$ cat src/hw/rtl/bmp_pkg.sv
package bmp_pkg;

	// record kinds
	localparam logic [4:0] KIND_HEADER    = 5'd0;
	localparam logic [4:0] KIND_VERSION   = 5'd1;
	localparam logic [4:0] KIND_ASN       = 5'd2;
	localparam logic [4:0] KIND_HOLD      = 5'd3;
	localparam logic [4:0] KIND_IDENT     = 5'd4;
	localparam logic [4:0] KIND_AS4_CAP   = 5'd5;
	localparam logic [4:0] KIND_WITHDRAWN = 5'd6;
	localparam logic [4:0] KIND_ATTR_HDR  = 5'd7;
	localparam logic [4:0] KIND_ORIGIN    = 5'd8;
	localparam logic [4:0] KIND_AS_PATH   = 5'd9;
	localparam logic [4:0] KIND_ATOMIC    = 5'd13;
	localparam logic [4:0] KIND_AGGR      = 5'd14;
	localparam logic [4:0] KIND_AS4_PATH  = 5'd15;
	localparam logic [4:0] KIND_AGGR4     = 5'd16;
	localparam logic [4:0] KIND_NLRI      = 5'd17;
	localparam logic [4:0] KIND_ERROR     = 5'd18;

	// error codes
	localparam logic [2:0] ERR_NONE     = 3'd0;
	localparam logic [2:0] ERR_MARKER   = 3'd1;
	localparam logic [2:0] ERR_TOO_LONG = 3'd2;
	localparam logic [2:0] ERR_PREFIX   = 3'd3;
	localparam logic [2:0] ERR_ATOMIC   = 3'd4;
	localparam logic [2:0] ERR_NLRI_NEG = 3'd5;

	// attribute type codes
	localparam logic [7:0] AT_ORIGIN    = 8'd1;
	localparam logic [7:0] AT_AS_PATH   = 8'd2;
	localparam logic [7:0] AT_NEXT_HOP  = 8'd3;
	localparam logic [7:0] AT_MED       = 8'd4;
	localparam logic [7:0] AT_LOCAL_PREF = 8'd5;
	localparam logic [7:0] AT_ATOMIC    = 8'd6;
	localparam logic [7:0] AT_AGGR      = 8'd7;
	localparam logic [7:0] AT_AS4_PATH  = 8'd17;
	localparam logic [7:0] AT_AGGR4     = 8'd18;

	localparam logic [7:0] CAP_AS4      = 8'd65;
	localparam logic [7:0] MSG_OPEN     = 8'd1;
	localparam logic [7:0] MSG_UPDATE   = 8'd2;
	localparam logic [7:0] PARAM_CAP    = 8'd2;
	localparam logic [15:0] RESET_MAX_LEN = 16'd4096;
	localparam logic [17:0] UPDATE_FIXED = 18'd23;

	typedef struct packed {
		logic [4:0]  kind;
		logic [31:0] pv;
		logic [31:0] sv;
		logic [5:0]  plen;
		logic [3:0]  flags;
		logic [7:0]  atype;
		logic [15:0] alen;
		logic [2:0]  err;
		logic        done;
		logic        last;
	} rec_t;

	// one queue entry: the records caused by one byte
	typedef struct packed {
		logic two;
		rec_t r0;
		rec_t r1;
	} entry_t;

	typedef struct packed {
		logic   nonempty;
		entry_t head;
	} q_status_t;

	function automatic rec_t mk_rec(input logic [4:0] kind, input logic [31:0] pv,
			input logic [31:0] sv, input logic [5:0] plen, input logic attr,
			input logic [3:0] flags, input logic [7:0] atype, input logic [15:0] alen,
			input logic [2:0] err);
		rec_t r;
		r = '0;
		r.kind = kind;
		r.pv = pv;
		r.sv = sv;
		r.plen = plen;
		r.err = err;
		if (attr) begin
			r.flags = flags;
			r.atype = atype;
			r.alen = alen;
		end
		return r;
	endfunction

	function automatic logic [15:0] dec16(input logic [15:0] v);
		return (v != 16'd0) ? v - 16'd1 : 16'd0;
	endfunction

	function automatic logic [7:0] dec8(input logic [7:0] v);
		return (v != 8'd0) ? v - 8'd1 : 8'd0;
	endfunction

endpackage

$ cat src/hw/rtl/bgp_message_parser_unit.sv
// a record passes from the byte that causes it through the entry queue and then the output register
// throughput: one byte per cycle while bytes cause at most one record each and the queue is not full
// a byte with two records holds the single output register for both of its records in turn;
// the entry queue of QueueDepth entries absorbs that and output stalls until it fills
// reset: parser idle until a message start, queue empty, length limit 4096
module bgp_message_parser_unit #(
	parameter int QueueDepth = 4
) (
	input  logic        clk,
	input  logic        arst_n,
	input  logic        in_valid,
	output logic        in_stall,
	input  logic [7:0]  message_byte,
	input  logic        message_start,
	input  logic        cfg_valid,
	output logic        cfg_ready,
	input  logic [15:0] cfg_data,
	output logic        out_valid,
	input  logic        out_stall,
	output logic [4:0]  record_kind,
	output logic [31:0] primary_value,
	output logic [31:0] secondary_value,
	output logic [5:0]  prefix_length,
	output logic [3:0]  attr_flags,
	output logic [7:0]  attr_type,
	output logic [15:0] attr_length,
	output logic [2:0]  error_code,
	output logic        message_done,
	output logic        last_in_run
);

	logic [15:0]            max_len_q;
	logic                   full, push, pop, accept;
	bmp_pkg::entry_t        entry;
	bmp_pkg::q_status_t     status;
	bmp_pkg::rec_t          rec;

	assign cfg_ready = 1'b1;
	assign in_stall = full;
	assign accept = in_valid && !full;

	// length limit register
	always_ff @(posedge clk or negedge arst_n) begin
		if (!arst_n) max_len_q <= bmp_pkg::RESET_MAX_LEN;
		else if (cfg_valid && cfg_ready) max_len_q <= cfg_data;
	end

	bmp_front u_front (
		.clk, .arst_n, .accept, .message_byte, .message_start,
		.max_len(max_len_q), .push, .entry
	);

	bmp_queue #(.Depth(QueueDepth)) u_queue (
		.clk, .arst_n, .push, .wdata(entry), .pop, .full, .status
	);

	bmp_back u_back (
		.clk, .arst_n, .status, .pop, .out_stall, .out_valid, .rec
	);

	assign record_kind = rec.kind;
	assign primary_value = rec.pv;
	assign secondary_value = rec.sv;
	assign prefix_length = rec.plen;
	assign attr_flags = rec.flags;
	assign attr_type = rec.atype;
	assign attr_length = rec.alen;
	assign error_code = rec.err;
	assign message_done = rec.done;
	assign last_in_run = rec.last;

endmodule

$ cat src/hw/rtl/bmp_front.sv
module bmp_front (
	input  logic                clk,
	input  logic                arst_n,
	input  logic                accept,
	input  logic [7:0]          message_byte,
	input  logic                message_start,
	input  logic [15:0]         max_len,
	output logic                push,
	output bmp_pkg::entry_t     entry
);

	typedef enum logic [4:0] {
		PH_IDLE, PH_HEAD, PH_SKIP, PH_OPEN, PH_O_PTYPE, PH_O_PLEN, PH_O_PBODY,
		PH_O_CCODE, PH_O_CLEN, PH_O_CVAL, PH_U_WLEN, PH_U_WPLEN, PH_U_WPFX,
		PH_U_ALEN, PH_U_AFLAGS, PH_U_ATYPE, PH_U_ALENB, PH_U_AVAL, PH_U_NPLEN,
		PH_U_NPFX
	} phase_t;

	phase_t      ph_q, n_ph;
	logic [15:0] pos_q, n_pos, mlen_q, n_mlen, sr_q, n_sr, ir_q, n_ir;
	logic [15:0] wt_q, n_wt, at_q, n_at, cal_q, n_cal;
	logic [31:0] fa_q, n_fa, agg_q, n_agg;
	logic [3:0]  caf_q, n_caf;
	logic [7:0]  cat_q, n_cat, pel_q, n_pel, seg_q, n_seg;
	logic        pew_q, n_pew;
	logic [5:0]  cpb_q, n_cpb;

	logic [1:0]  nrec;
	bmp_pkg::rec_t r0, r1, e;
	logic        failed, ends, route_fin, route_nlri, attr_go;
	logic [7:0]  b;
	logic [15:0] idx, off, kk, msk;
	logic [6:0]  nbytes;
	logic [17:0] need;

	// byte decode, step by step as the message grammar runs
	always_comb begin
		n_ph = ph_q; n_pos = pos_q; n_mlen = mlen_q; n_sr = sr_q; n_ir = ir_q;
		n_wt = wt_q; n_at = at_q; n_cal = cal_q; n_fa = fa_q; n_agg = agg_q;
		n_caf = caf_q; n_cat = cat_q; n_pel = pel_q; n_seg = seg_q; n_pew = pew_q;
		n_cpb = cpb_q;
		nrec = 2'd0; r0 = '0; r1 = '0; e = '0;
		failed = 1'b0; ends = 1'b0; route_fin = 1'b0; route_nlri = 1'b0;
		attr_go = 1'b0;
		b = message_byte;
		idx = '0; off = '0; kk = '0; msk = '0; nbytes = '0; need = '0;
		if (accept && message_start) begin
			n_pos = '0; n_mlen = '0; n_sr = '0; n_ir = '0; n_wt = '0; n_at = '0;
			n_cal = '0; n_fa = '0; n_agg = '0; n_caf = '0; n_cat = '0; n_pel = '0;
			n_seg = '0; n_pew = 1'b0; n_cpb = '0;
			n_ph = PH_HEAD;
		end
		if (accept && n_ph != PH_IDLE) begin
			ends = (n_pos >= 16'd18) && ({1'b0, n_pos} + 17'd1 >= {1'b0, n_mlen});
			unique case (n_ph)
				PH_HEAD: begin
					if (n_pos < 16'd16) begin
						if (b != 8'hFF) begin
							failed = 1'b1;
							e = bmp_pkg::mk_rec(bmp_pkg::KIND_ERROR, '0, '0, '0, 1'b0,
								'0, '0, '0, bmp_pkg::ERR_MARKER);
							r0 = e; nrec = 2'd1;
						end
					end else if (n_pos == 16'd16) begin
						n_mlen = {b, 8'd0};
					end else if (n_pos == 16'd17) begin
						n_mlen = {n_mlen[15:8], b};
						if (n_mlen > max_len) begin
							failed = 1'b1;
							e = bmp_pkg::mk_rec(bmp_pkg::KIND_ERROR, '0, '0, '0, 1'b0,
								'0, '0, '0, bmp_pkg::ERR_TOO_LONG);
							r0 = e; nrec = 2'd1;
						end
					end else begin
						e = bmp_pkg::mk_rec(bmp_pkg::KIND_HEADER, {24'd0, b},
							{16'd0, n_mlen}, '0, 1'b0, '0, '0, '0, bmp_pkg::ERR_NONE);
						r0 = e; nrec = 2'd1;
						n_ph = (b == bmp_pkg::MSG_OPEN) ? PH_OPEN :
							(b == bmp_pkg::MSG_UPDATE) ? PH_U_WLEN : PH_SKIP;
					end
				end
				PH_OPEN: begin
					off = n_pos - 16'd19;
					if (off == 16'd0) begin
						e = bmp_pkg::mk_rec(bmp_pkg::KIND_VERSION, {24'd0, b}, '0, '0,
							1'b0, '0, '0, '0, bmp_pkg::ERR_NONE);
						r0 = e; nrec = 2'd1;
					end else begin
						n_fa = (off == 16'd1 || off == 16'd3 || off == 16'd5) ?
							{24'd0, b} : {n_fa[23:0], b};
						if (off == 16'd2 || off == 16'd4 || off == 16'd8) begin
							e = bmp_pkg::mk_rec((off == 16'd2) ? bmp_pkg::KIND_ASN :
								(off == 16'd4) ? bmp_pkg::KIND_HOLD : bmp_pkg::KIND_IDENT,
								n_fa, '0, '0, 1'b0, '0, '0, '0, bmp_pkg::ERR_NONE);
							r0 = e; nrec = 2'd1;
						end else if (off == 16'd9) begin
							n_sr = {8'd0, b};
							n_ph = (b != 8'd0) ? PH_O_PTYPE : PH_SKIP;
						end
					end
				end
				PH_O_PTYPE: begin
					n_sr = bmp_pkg::dec16(n_sr);
					n_cat = b;
					n_ph = PH_O_PLEN;
				end
				PH_O_PLEN: begin
					n_sr = bmp_pkg::dec16(n_sr);
					n_ir = {8'd0, b};
					if (b == 8'd0) n_ph = (n_sr != 16'd0) ? PH_O_PTYPE : PH_SKIP;
					else n_ph = (n_cat == bmp_pkg::PARAM_CAP) ? PH_O_CCODE : PH_O_PBODY;
				end
				PH_O_PBODY: begin
					n_sr = bmp_pkg::dec16(n_sr);
					n_ir = bmp_pkg::dec16(n_ir);
					if (n_ir == 16'd0) n_ph = (n_sr != 16'd0) ? PH_O_PTYPE : PH_SKIP;
				end
				PH_O_CCODE: begin
					n_sr = bmp_pkg::dec16(n_sr);
					n_ir = bmp_pkg::dec16(n_ir);
					n_seg = b;
					n_ph = PH_O_CLEN;
				end
				PH_O_CLEN: begin
					n_sr = bmp_pkg::dec16(n_sr);
					n_ir = bmp_pkg::dec16(n_ir);
					n_pel = b;
					n_cal = {8'd0, b};
					n_fa = '0;
					if (b == 8'd0) begin
						if (n_ir == 16'd0) n_ph = (n_sr != 16'd0) ? PH_O_PTYPE : PH_SKIP;
						else n_ph = PH_O_CCODE;
					end else begin
						n_ph = PH_O_CVAL;
					end
				end
				PH_O_CVAL: begin
					n_sr = bmp_pkg::dec16(n_sr);
					n_ir = bmp_pkg::dec16(n_ir);
					n_fa = {n_fa[23:0], b};
					if (n_seg == bmp_pkg::CAP_AS4 && n_cal - {8'd0, n_pel} == 16'd3) begin
						e = bmp_pkg::mk_rec(bmp_pkg::KIND_AS4_CAP, n_fa, '0, '0, 1'b0,
							'0, '0, '0, bmp_pkg::ERR_NONE);
						r0 = e; nrec = 2'd1;
					end
					n_pel = bmp_pkg::dec8(n_pel);
					if (n_pel == 8'd0) begin
						if (n_ir == 16'd0) n_ph = (n_sr != 16'd0) ? PH_O_PTYPE : PH_SKIP;
						else n_ph = PH_O_CCODE;
					end
				end
				PH_U_WLEN: begin
					if (n_pos == 16'd19) begin
						n_wt = {b, 8'd0};
					end else begin
						n_wt = {n_wt[15:8], b};
						n_sr = n_wt;
						if (n_wt != 16'd0) begin
							n_ph = PH_U_WPLEN;
						end else begin
							n_ph = PH_U_ALEN;
							n_ir = 16'd2;
						end
					end
				end
				PH_U_WPLEN, PH_U_NPLEN: begin
					route_nlri = (n_ph == PH_U_NPLEN);
					if (!route_nlri) n_sr = bmp_pkg::dec16(n_sr);
					if (b > 8'd32) begin
						failed = 1'b1;
						e = bmp_pkg::mk_rec(bmp_pkg::KIND_ERROR, '0, '0, '0, 1'b0,
							'0, '0, '0, bmp_pkg::ERR_PREFIX);
						r0 = e; nrec = 2'd1;
					end else begin
						n_cpb = b[5:0];
						n_fa = '0;
						n_ir = ({8'd0, b} + 16'd7) >> 3;
						if (n_ir == 16'd0) route_fin = 1'b1;
						else n_ph = route_nlri ? PH_U_NPFX : PH_U_WPFX;
					end
				end
				PH_U_WPFX, PH_U_NPFX: begin
					route_nlri = (n_ph == PH_U_NPFX);
					if (!route_nlri) n_sr = bmp_pkg::dec16(n_sr);
					nbytes = ({1'b0, n_cpb} + 7'd7) >> 3;
					kk = {9'd0, nbytes} - n_ir;
					n_fa = n_fa | ({24'd0, b} << {2'd3 - kk[1:0], 3'd0});
					n_ir = n_ir - 16'd1;
					if (n_ir == 16'd0) route_fin = 1'b1;
				end
				PH_U_ALEN: begin
					if (n_ir == 16'd2) begin
						n_at = {b, 8'd0};
						n_ir = 16'd1;
					end else begin
						n_at = {n_at[15:8], b};
						need = bmp_pkg::UPDATE_FIXED + {2'd0, n_wt} + {2'd0, n_at};
						if (need > {2'd0, n_mlen}) begin
							failed = 1'b1;
							e = bmp_pkg::mk_rec(bmp_pkg::KIND_ERROR, '0, '0, '0, 1'b0,
								'0, '0, '0, bmp_pkg::ERR_NLRI_NEG);
							r0 = e; nrec = 2'd1;
						end else begin
							n_sr = n_at;
							n_ph = (n_at != 16'd0) ? PH_U_AFLAGS : PH_U_NPLEN;
						end
					end
				end
				PH_U_AFLAGS: begin
					n_sr = bmp_pkg::dec16(n_sr);
					n_caf = b[7:4];
					n_ph = PH_U_ATYPE;
				end
				PH_U_ATYPE: begin
					n_sr = bmp_pkg::dec16(n_sr);
					n_cat = b;
					n_ir = n_caf[0] ? 16'd2 : 16'd1;
					n_cal = '0;
					n_ph = PH_U_ALENB;
				end
				PH_U_ALENB: begin
					n_sr = bmp_pkg::dec16(n_sr);
					n_cal = {n_cal[7:0], b};
					n_ir = bmp_pkg::dec16(n_ir);
					if (n_ir == 16'd0) attr_go = 1'b1;
				end
				PH_U_AVAL: begin
					idx = n_cal - n_ir;
					n_sr = bmp_pkg::dec16(n_sr);
					n_ir = bmp_pkg::dec16(n_ir);
					if (n_cat == bmp_pkg::AT_AS_PATH || n_cat == bmp_pkg::AT_AS4_PATH) begin
						if (idx == 16'd0) begin
							n_seg = b;
						end else if (idx == 16'd1) begin
							n_pel = b;
							n_pew = (n_cat == bmp_pkg::AT_AS4_PATH) ||
								({6'd0, b, 2'd0} + 16'd2 == n_cal);
							n_fa = '0;
						end else if (n_pel != 8'd0) begin
							n_fa = {n_fa[23:0], b};
							msk = n_pew ? 16'd3 : 16'd1;
							if (((idx - 16'd2) & msk) == msk) begin
								e = bmp_pkg::mk_rec((n_cat == bmp_pkg::AT_AS_PATH) ?
									bmp_pkg::KIND_AS_PATH : bmp_pkg::KIND_AS4_PATH,
									n_fa, {24'd0, n_seg}, '0, 1'b1, n_caf, n_cat, n_cal,
									bmp_pkg::ERR_NONE);
								r0 = e; nrec = 2'd1;
								n_fa = '0;
								n_pel = n_pel - 8'd1;
							end
						end
					end else begin
						n_fa = {n_fa[23:0], b};
						if (n_cat == bmp_pkg::AT_ORIGIN && idx == 16'd0) begin
							e = bmp_pkg::mk_rec(bmp_pkg::KIND_ORIGIN, {24'd0, b}, '0, '0,
								1'b1, n_caf, n_cat, n_cal, bmp_pkg::ERR_NONE);
							r0 = e; nrec = 2'd1;
						end else if ((n_cat == bmp_pkg::AT_NEXT_HOP ||
								n_cat == bmp_pkg::AT_MED || n_cat == bmp_pkg::AT_LOCAL_PREF)
								&& idx == 16'd3) begin
							e = bmp_pkg::mk_rec(n_cat[4:0] + 5'd7, n_fa, '0, '0, 1'b1,
								n_caf, n_cat, n_cal, bmp_pkg::ERR_NONE);
							r0 = e; nrec = 2'd1;
						end else if (n_cat == bmp_pkg::AT_AGGR && idx == 16'd1) begin
							n_agg = {16'd0, n_fa[15:0]};
							n_fa = '0;
						end else if (n_cat == bmp_pkg::AT_AGGR && idx == 16'd5) begin
							e = bmp_pkg::mk_rec(bmp_pkg::KIND_AGGR, n_agg, n_fa, '0, 1'b1,
								n_caf, n_cat, n_cal, bmp_pkg::ERR_NONE);
							r0 = e; nrec = 2'd1;
						end else if (n_cat == bmp_pkg::AT_AGGR4 && idx == 16'd3) begin
							n_agg = n_fa;
							n_fa = '0;
						end else if (n_cat == bmp_pkg::AT_AGGR4 && idx == 16'd7) begin
							e = bmp_pkg::mk_rec(bmp_pkg::KIND_AGGR4, n_agg, n_fa, '0, 1'b1,
								n_caf, n_cat, n_cal, bmp_pkg::ERR_NONE);
							r0 = e; nrec = 2'd1;
						end
					end
					if (n_ir == 16'd0) n_ph = (n_sr != 16'd0) ? PH_U_AFLAGS : PH_U_NPLEN;
				end
				default: begin
				end
			endcase

			// end of a route
			if (route_fin) begin
				e = bmp_pkg::mk_rec(route_nlri ? bmp_pkg::KIND_NLRI :
					bmp_pkg::KIND_WITHDRAWN, n_fa, '0, n_cpb, 1'b0, '0, '0, '0,
					bmp_pkg::ERR_NONE);
				r0 = e; nrec = 2'd1;
				if (route_nlri) begin
					n_ph = PH_U_NPLEN;
				end else if (n_sr == 16'd0) begin
					n_ph = PH_U_ALEN;
					n_ir = 16'd2;
				end else begin
					n_ph = PH_U_WPLEN;
				end
			end

			// attribute header and zero-length handling
			if (attr_go) begin
				r0 = bmp_pkg::mk_rec(bmp_pkg::KIND_ATTR_HDR, '0, '0, '0, 1'b1, n_caf,
					n_cat, n_cal, bmp_pkg::ERR_NONE);
				nrec = 2'd1;
				if (n_cat == bmp_pkg::AT_ATOMIC) begin
					if (n_cal != 16'd0) begin
						failed = 1'b1;
						r1 = bmp_pkg::mk_rec(bmp_pkg::KIND_ERROR, '0, '0, '0, 1'b0,
							'0, '0, '0, bmp_pkg::ERR_ATOMIC);
					end else begin
						r1 = bmp_pkg::mk_rec(bmp_pkg::KIND_ATOMIC, 32'd1, '0, '0, 1'b1,
							n_caf, n_cat, n_cal, bmp_pkg::ERR_NONE);
						n_ph = (n_sr != 16'd0) ? PH_U_AFLAGS : PH_U_NPLEN;
					end
					nrec = 2'd2;
				end else if (n_cal == 16'd0) begin
					n_ph = (n_sr != 16'd0) ? PH_U_AFLAGS : PH_U_NPLEN;
				end else begin
					n_ir = n_cal;
					n_fa = '0;
					n_ph = PH_U_AVAL;
				end
			end

			if (failed || ends) n_ph = PH_IDLE;
			else n_pos = n_pos + 16'd1;
		end
		r0.done = ends;
		r1.done = ends;
		r0.last = (nrec == 2'd1);
		r1.last = 1'b1;
	end

	assign push = (nrec != 2'd0);
	assign entry = '{two: (nrec == 2'd2), r0: r0, r1: r1};

	// parser state
	always_ff @(posedge clk or negedge arst_n) begin
		if (!arst_n) begin
			ph_q <= PH_IDLE;
			pos_q <= '0; mlen_q <= '0; sr_q <= '0; ir_q <= '0; wt_q <= '0;
			at_q <= '0; cal_q <= '0; fa_q <= '0; agg_q <= '0; caf_q <= '0;
			cat_q <= '0; pel_q <= '0; seg_q <= '0; pew_q <= 1'b0; cpb_q <= '0;
		end else begin
			ph_q <= n_ph;
			pos_q <= n_pos; mlen_q <= n_mlen; sr_q <= n_sr; ir_q <= n_ir; wt_q <= n_wt;
			at_q <= n_at; cal_q <= n_cal; fa_q <= n_fa; agg_q <= n_agg; caf_q <= n_caf;
			cat_q <= n_cat; pel_q <= n_pel; seg_q <= n_seg; pew_q <= n_pew; cpb_q <= n_cpb;
		end
	end

	// a byte taken while idle without a start causes nothing
	a_idle_quiet: assert property (@(posedge clk) disable iff (!arst_n)
		(accept && !message_start && ph_q == PH_IDLE) |-> !push)
		else $error("record from idle parser");

endmodule

$ cat src/hw/rtl/bmp_queue.sv
module bmp_queue #(
	parameter int Depth = 4
) (
	input  logic                  clk,
	input  logic                  arst_n,
	input  logic                  push,
	input  bmp_pkg::entry_t       wdata,
	input  logic                  pop,
	output logic                  full,
	output bmp_pkg::q_status_t    status
);

	localparam int AW = (Depth > 1) ? $clog2(Depth) : 1;
	localparam int CW = $clog2(Depth + 1);
	localparam logic [AW-1:0] LastIdx = AW'(Depth - 1);
	localparam logic [CW-1:0] Full = CW'(Depth);

	bmp_pkg::entry_t mem_q [Depth];
	logic [AW-1:0] wr_q, rd_q;
	logic [CW-1:0] count_q;

	assign full = (count_q == Full);
	assign status = '{nonempty: (count_q != '0), head: mem_q[rd_q]};

	// entry storage
	always_ff @(posedge clk) begin
		if (push) mem_q[wr_q] <= wdata;
	end

	// pointers and fill count
	always_ff @(posedge clk or negedge arst_n) begin
		if (!arst_n) begin
			wr_q <= '0;
			rd_q <= '0;
			count_q <= '0;
		end else begin
			if (push) wr_q <= (wr_q == LastIdx) ? '0 : wr_q + 1'b1;
			if (pop) rd_q <= (rd_q == LastIdx) ? '0 : rd_q + 1'b1;
			if (push && !pop) count_q <= count_q + 1'b1;
			else if (pop && !push) count_q <= count_q - 1'b1;
		end
	end

	a_no_overflow: assert property (@(posedge clk) disable iff (!arst_n)
		full |-> !push) else $error("queue overflow");
	a_no_underflow: assert property (@(posedge clk) disable iff (!arst_n)
		(count_q == '0) |-> !pop) else $error("queue underflow");
	a_count_step: assert property (@(posedge clk) disable iff (!arst_n)
		(push && !pop) |=> (count_q == $past(count_q) + 1'b1))
		else $error("fill count mismatch");

endmodule

$ cat src/hw/rtl/bmp_back.sv
module bmp_back (
	input  logic                  clk,
	input  logic                  arst_n,
	input  bmp_pkg::q_status_t    status,
	output logic                  pop,
	input  logic                  out_stall,
	output logic                  out_valid,
	output bmp_pkg::rec_t         rec
);

	logic          sub_q, load;
	logic          out_valid_q;
	bmp_pkg::rec_t rec_q;

	// output register may take a new record when empty or being drained
	assign load = !out_valid_q || !out_stall;
	assign pop = load && status.nonempty && (sub_q || !status.head.two);
	assign out_valid = out_valid_q;
	assign rec = rec_q;

	always_ff @(posedge clk) begin
		if (load && status.nonempty) rec_q <= sub_q ? status.head.r1 : status.head.r0;
	end

	// walk the records of the head entry
	always_ff @(posedge clk or negedge arst_n) begin
		if (!arst_n) begin
			out_valid_q <= 1'b0;
			sub_q <= 1'b0;
		end else if (load) begin
			out_valid_q <= status.nonempty;
			if (status.nonempty) sub_q <= !sub_q && status.head.two;
		end
	end

	a_sub_has_entry: assert property (@(posedge clk) disable iff (!arst_n)
		sub_q |-> status.nonempty) else $error("second record without entry");

endmodule

$ cat config.mk
export PLATFORM = sky130hd
export DESIGN_NAME = bgp_message_parser_unit
export DESIGN_NICKNAME = d
export VERILOG_FILES = /design/src/hw/rtl/bmp_pkg.sv /design/src/hw/rtl/bgp_message_parser_unit.sv /design/src/hw/rtl/bmp_front.sv /design/src/hw/rtl/bmp_queue.sv /design/src/hw/rtl/bmp_back.sv
export SDC_FILE = /design/constraint.sdc
export NUM_CORES = 2
export LEC_CHECK = 0
export ABC_AREA = 1
export BUFFER_PORTS_ARGS = -buffer_cell sky130_fd_sc_hd__buf_2
export CELL_PAD_IN_SITES_DETAIL_PLACEMENT = 1
export CELL_PAD_IN_SITES_GLOBAL_PLACEMENT = 2
export CORE_ASPECT_RATIO = 1.75
export CORE_MARGIN = 2
export CORE_UTILIZATION = 44
export CTS_CLUSTER_SIZE = 28
export DETAILED_ROUTE_END_ITERATION = 6
export HOLD_SLACK_MARGIN = 0.08
export PLACE_DENSITY_LB_ADDON = 0.1
export SYNTH_ARGS = -nofsm -noshare
export SYNTH_HDL_FRONTEND = slang
export SYNTH_HIERARCHICAL = 1
export SYNTH_SLANG_ARGS = --single-unit
$ cat constraint.sdc
create_clock -name clk -period 17.5 [get_ports clk]
set_clock_uncertainty 0.15 [all_clocks]
set_input_delay 1.75 -clock clk [delete_from_list [all_inputs] [get_ports clk]]
set_output_delay 1.75 -clock clk [all_outputs]
set_load 0.02 [all_outputs]
* After elaboration in Yosys (flattened, before gate mapping)
Memories as Yosys holds them, arrays and structs flattened.
Index checks and enable logic that the tools add are counted.
** Storage, ports and cells
- Register bits after elaboration :: 349
- Latch bits :: 0
- RAM bits :: 864
- Memory bits (read-only) :: 0
- Input bits :: 30
- Output and inout port bits :: 111
- Memories kept :: 1
** Cells by class
- $add $sub $neg :: 21
- $mul :: 0
- Div/mod/pow operators :: 0
- Magnitude comparators :: 6
- Equal/unequal tests :: 54
- Shifts and indexed selects :: 1
- Muxes and demuxes :: 239
- Bitwise operators :: 2
- Reduce and logical (&&, ||, !) cells :: 62
** Memories
- u_queue.mem_q :: depth 4, bits a word 216, read ports 1, clocked after Yosys merged registers in 0, write ports 1, RTL line bmp_queue.sv:18 : bmp_pkg::entry_t mem_q [Depth];
** Operators with widths (count)
- 2-to-1 mux 108 bit :: 29
- 2-to-1 mux 32 bit :: 27
- 2-to-1 mux 16 bit :: 44
- case mux 108 bit (6 select lines) :: 1
- case mux 32 bit (6 select lines) :: 1
- 2-to-1 mux 5 bit :: 33
- 2-to-1 mux 8 bit :: 17
- logical NOT 16 bit :: 7
- case mux 16 bit (7 select lines) :: 1
- nonzero test 16 bit :: 7
- 2-to-1 mux 106 bit :: 1
- case mux 16 bit (6 select lines) :: 1
- equality test 16 x 2 -> 1 bit, second input constant :: 5
- case mux 5 bit (14 select lines) :: 1
- equality test 16 x 3 -> 1 bit, second input constant :: 4
- equality test 16 x 5 -> 1 bit, second input constant :: 3
- case mux 16 bit (3 select lines) :: 1
- 2-to-1 mux 2 bit :: 21
- equality test 5 x 4 -> 1 bit, second input constant :: 8
- 2-to-1 mux 1 bit :: 39
- equality test 16 x 1 -> 1 bit, second input constant :: 2
- equality test 16 bit :: 2
- equality test 16 x 4 -> 1 bit, second input constant :: 2
- equality test 8 x 3 -> 1 bit, second input constant :: 4
- other kinds (59) :: 124

* Longest topological paths before layout
- Word-level depth :: 24
- Gate-level depth with buffers :: 51

* Cells and area by module
Netlist, hierarchy kept.
** By module, submodules not included
- bmp_queue :: instances 1, cells an instance 2584, area each 34541.9 um2
- bmp_front :: instances 1, cells an instance 4365, area each 25998.7 um2
- bmp_back :: instances 1, cells an instance 467, area each 4713.3 um2
- bgp_message_parser_unit :: instances 1, cells an instance 72, area each 664.4 um2

* Worst setup path before layout
Ideal clock, no wire load.
- Path kind :: input-to-reg
- Start :: input in_valid
- End :: memory u_queue/mem_q[3][0] (netlist bit), enable pin
- Arrival :: 11.104 ns
- Data required time :: 16.781 ns
- Setup slack :: 5.677 ns
- Cell stages on the path :: 42
- Path buffers :: 11
- Cells stage by stage :: inv_1 nor2_1 nand2_2 buf_6 buf_6 buf_6 buf_6 buf_6 buf_2 buf_2 buf_2 buf_2 buf_2 buf_2 nand2_1 ha_1 inv_1 ha_1 [6 not listed] xor2_1 ha_1 nand2_1 nor2_1 nand2_1 nand2_1 nand2_1 nand2_1 a21oi_1 nand2_1 nand2_1 nand2_1 nor3_1 nand4_1 nand2_1 inv_1 nand2_1 inv_1
** Between the ends
- Word-level cells in the longest chain between the ends :: 20
** RTL lines
- start, declared :: RTL line bgp_message_parser_unit.sv:11 : input logic in_valid,
- logical AND 1 bit (*) :: RTL line bgp_message_parser_unit.sv:40 : assign accept = in_valid && !full;
- net accept :: RTL line bgp_message_parser_unit.sv:33 : logic full, push, pop, accept;
- branches (longest 15 deep; another with adder 18 x 16 -> 18 bit)
- 2-to-1 mux 2 bit (*) :: RTL line bmp_front.sv:53 : if (accept && n_ph != PH_IDLE) begin
- nonzero test 2 bit (*) :: RTL line bmp_front.sv:336 : assign push = (nrec != 2'd0);
- net push :: RTL line bgp_message_parser_unit.sv:33
- 2-to-1 mux 1 bit (*) :: RTL line bmp_queue.sv:27 : if (push) mem_q[wr_q] <= wdata;
- 2-to-1 mux 1 bit (not written as such) (*) :: RTL line bmp_queue.sv:27
- end, declared :: RTL line bmp_queue.sv:18
Mark *: on every way through the listed nets, which the timed path passes. The select of a mux whose other input is x is not followed.

* Final worst setup path
- Start :: input in_valid
- End :: memory u_queue/mem_q[3][129] (netlist bit), enable pin
Same word-level chain as after synthesis.

==> metrics.csv <==
stage,metric,value,unit
run_status,status,finished clean,
yosys,avgSynthCellArea,8.803,sq um
clock_network,clock_sinks,1209,
yosys,yosys-top-cells-area,"edfxtp_1, nand2_1, dfrtp_1",
yosys,syn_inst,7488,
worst_setup_path,start_kind,input port,
worst_setup_path,cp_slowest_stage_delay,0.95,ns
die,core_area,0.1486,sq mm
layout,drive_gt1_share,8.150,%
clock_network,numCtsBuffers,112,
yosys,ys_ff_latch,1209,
layout,syn_to_final_growth,8.576,%
drt,routed_wl,248.4,mm
die,ios,141,
clock_network,hold_buffers,0,
drt,first_iter_violations,3345,
clock_network,h-tree-depth,3,
layout,register_area,0.03515,sq mm
yosys,netlist.area_leader.share,44.46,%
place,dp_hpwl,172.4,mm
drt,firstDrtPassIters,5,
timing,setup_viol,0,
global_route,grt_max_degree,160,
pwr,sw_frac_of_total,45.08,%
yosys,ys_types,69,
clock_network,tritoncts,built,
drt,vias,53960,
worst_setup_path,required,17.69,ns
layout,fin_util,48.17,%
die,start_util,44.37,%
worst_setup_path,crit_path_top_delay_cell,buf_4,
layout,nets,7593,
die,die_w,296.6,microns
timing,hold_violations,0,
yosys,ys_seq_area_share,53.31,%
global_route,grt_pass1_wl,364.7,mm
pwr,internal-power,0.006424,W
worst_setup_path,endpoint_kind,flop,
die,num_rows,187,
min_path,hp-class,flop to flop,
yosys,async_flop_share,19.27,%
timing,worst_slew_pin_slew,1.217,ns
place,io_buffers,139,
yosys,synthTopCellsByCount,"nand2_1, edfxtp_1, inv_1, o211ai_1, nor2_1",
timing,maxSlewViolCount,0,
global_route,overflow,0,
global_route,gr-usage-all-layers,32.53,%
pwr,p_comb_share,45.0,%
timing,min_period_over_period,59.23,%
clock_network,ctsResizeCount,0,
pwr,ir_worst_vdd,106.5,uV
drt,vias_per_cell,5.667,
timing,fmax,96.47,MHz
die,die_area,0.1530,sq mm
worst_setup_path,cp_max_fo,107,
pwr,clockPowerShare,22.5,%
global_route,antenna_found_initial,5,
drt,ant_nets,0,
timing,min_period,10.37,ns
worst_setup_path,critPathKind,input port to flop,
clock_network,clock_path_buffers,3,
timing,max_slew_margin,18.40,%
yosys,yosysTopAreaCell,edfxtp_1,
job,maxCapViolCount,0,
pwr,pwr-share-seq,32.5,%
clock_network,cts_setup_buffers,0,
pwr,power,0.01170,W
worst_setup_path,critPathArrivalTime,10.56,ns
yosys,yosysWarnings,6,
timing,rsz0062_at_grt,no,
pwr,power_switching,0.005272,W
clock_network,clock_latency,0.78,ns
yosys,synth_most_common_cell,nand2_1,
clock_network,clk_pin_slew,0.07,ns
pwr,p_leak,31.38,nW
timing,fin_setup_tns,0,ns
worst_setup_path,path_common_cell,nand2_1,
yosys,synth-edff-count,976,
layout,multi_input_area,0.02478,sq mm
yosys,synth.cell_area,0.06592,sq mm
drt,wl_per_cell,26.09,microns
layout,fillers,17260,
global_route,first_global_vias,56480,
yosys,synth_ff_type,edfxtp_1,
die,die_h,516.0,microns
place,gp_congestion,1.009,
clock_network,root_buffer,clkbuf_16,
pwr,power_density,163.4,mW/mm^2
drt,post-route-drc-count,0,
-- worst max-delay path, delay by kind of cell --
kind	cells	cell delay, ns
AND/OR/NAND/NOR	17	4.35
buffers and inverters	10	3.14
AO/OA/AOI/OAI	3	0.89
adder cells (fa/ha/maj)	1	0.31
-- routing by layer --
layer  vias up  share of wire (%)  GRT usage (%)
met5         -                  0              0
met1     26770                 36          34.95
met4         0                9.3          25.65
li1      24900                  -              -
met3       766                4.2          4.110
met2      1524                 50          57.36
-- power groups by stage --
stage / registers (W) / clock network [W] / logic [W]
floorplan: 0.00402 / 0 / 0.00336
global placement: 0.00385 / 0 / 0.00514
detailed placement: 0.00387 / 0 / 0.00522
CTS: 0.00381 / 0.00268 / 0.00525
global route: 0.00384 / 0.00278 / 0.00577
finish: 0.00380 / 0.00263 / 0.00526
-- stage by stage --
| stage | cell area [sq um] | std cells | setup slack [ns] | hold slack, ns |
|---|---|---|---|---|
| finish | 71570 | 9521 | 7.134 | 0.3223 |
| global route | 71570 | 9519 | 6.458 | 0.3513 |
| CTS | 71560 | 9518 | 7.025 | 0.3253 |
| detailed placement | 67600 | 9304 | 6.261 | 0.3082 |
| global placement | 67600 | 9304 | 6.435 | 0.3071 |
| floorplan | 66260 | 7580 | 5.677 | 0.2916 |
-- kinds of logic after synthesis --
logic type | count (synthesis) | share of synthesized area [%]
simple gates | 3223 | 20.24
flops | 1209 | 53.31
other cells | 3 | 0.01708
xor+xnor | 78 | 1.036
compound gates | 1377 | 13.21
fa+ha+maj | 129 | 2.494
buf+inv | 1469 | 9.701
-- final cells by class --
cell class / count / area share, %
Sequential cell: 1209 / 49.11
Multi-Input combinational cell: 4902 / 34.63
Inverter: 970 / 5.164
Clock buffer: 134 / 4.173
Tap cell: 1984 / 3.468
Timing Repair Buffer: 239 / 2.087
Clock inverter: 80 / 1.362
Antenna cell: 3 / 0.01049
-- flip-flops by register name, summed over array words and instances, names as in the netlist, 16 cells and up --
name,count
u_front/sr_q,16
u_front/ir_q,16
u_back/rec,108
max_len_q,16
u_front/fa_q,32
u_front/cal_q,16
u_front/wt_q,16
u_queue/mem_q,868
u_front/mlen_q,16
u_front/agg_q,32
u_front/pos_q,16
-- layout by cell type (no fill, tap or decap), drive strengths merged, types with 11 or more instances in the layout --
| cell type | synthesis | final |
|---|---|---|
| inv | 958 | 970 |
| dfrtp | 232 | 232 |
| clkinvlp | 0 | 11 |
| nand3 | 266 | 266 |
| o21ai | 421 | 421 |
| o22ai | 69 | 69 |
| conb | 3 | 95 |
| edfxtp | 976 | 976 |
| clkinv | 12 | 55 |
| a21oi | 250 | 250 |
| nand4 | 78 | 78 |
| o2111ai | 20 | 20 |
| nor3 | 73 | 73 |
| buf | 332 | 239 |
| clkbuf | 167 | 134 |
| o32ai | 22 | 22 |
| o221ai | 20 | 20 |
| nor2 | 457 | 457 |
| ha | 125 | 125 |
| nand2 | 2287 | 2287 |
| o211ai | 465 | 465 |
| bufinv | 0 | 14 |
| xnor2 | 11 | 11 |
| a211oi | 30 | 30 |
| nor4 | 37 | 37 |
| xor2 | 67 | 67 |
| a22oi | 29 | 29 |
-- worst paths after layout --
path / from / to / slack [ns] / cells after the start
worst max-delay path: in_valid / u_queue/mem_q[3][129] / 7.13 / 31
worst min-delay path: max_len_q[1] / max_len_q[1] / 0.32 / 2
worst max register to register: u_queue/count_q[0] / u_queue/mem_q[3][129] / 7.67 / 30
worst min register to register: max_len_q[1] / max_len_q[1] / 0.32 / 2
max in group asynchronous: arst_n / u_queue/rd_q[1] / 14.85 / 2
min in group asynchronous: arst_n / u_front/sr_q[4] / 0.82 / 1
Power figures use the tool's default switching activity.
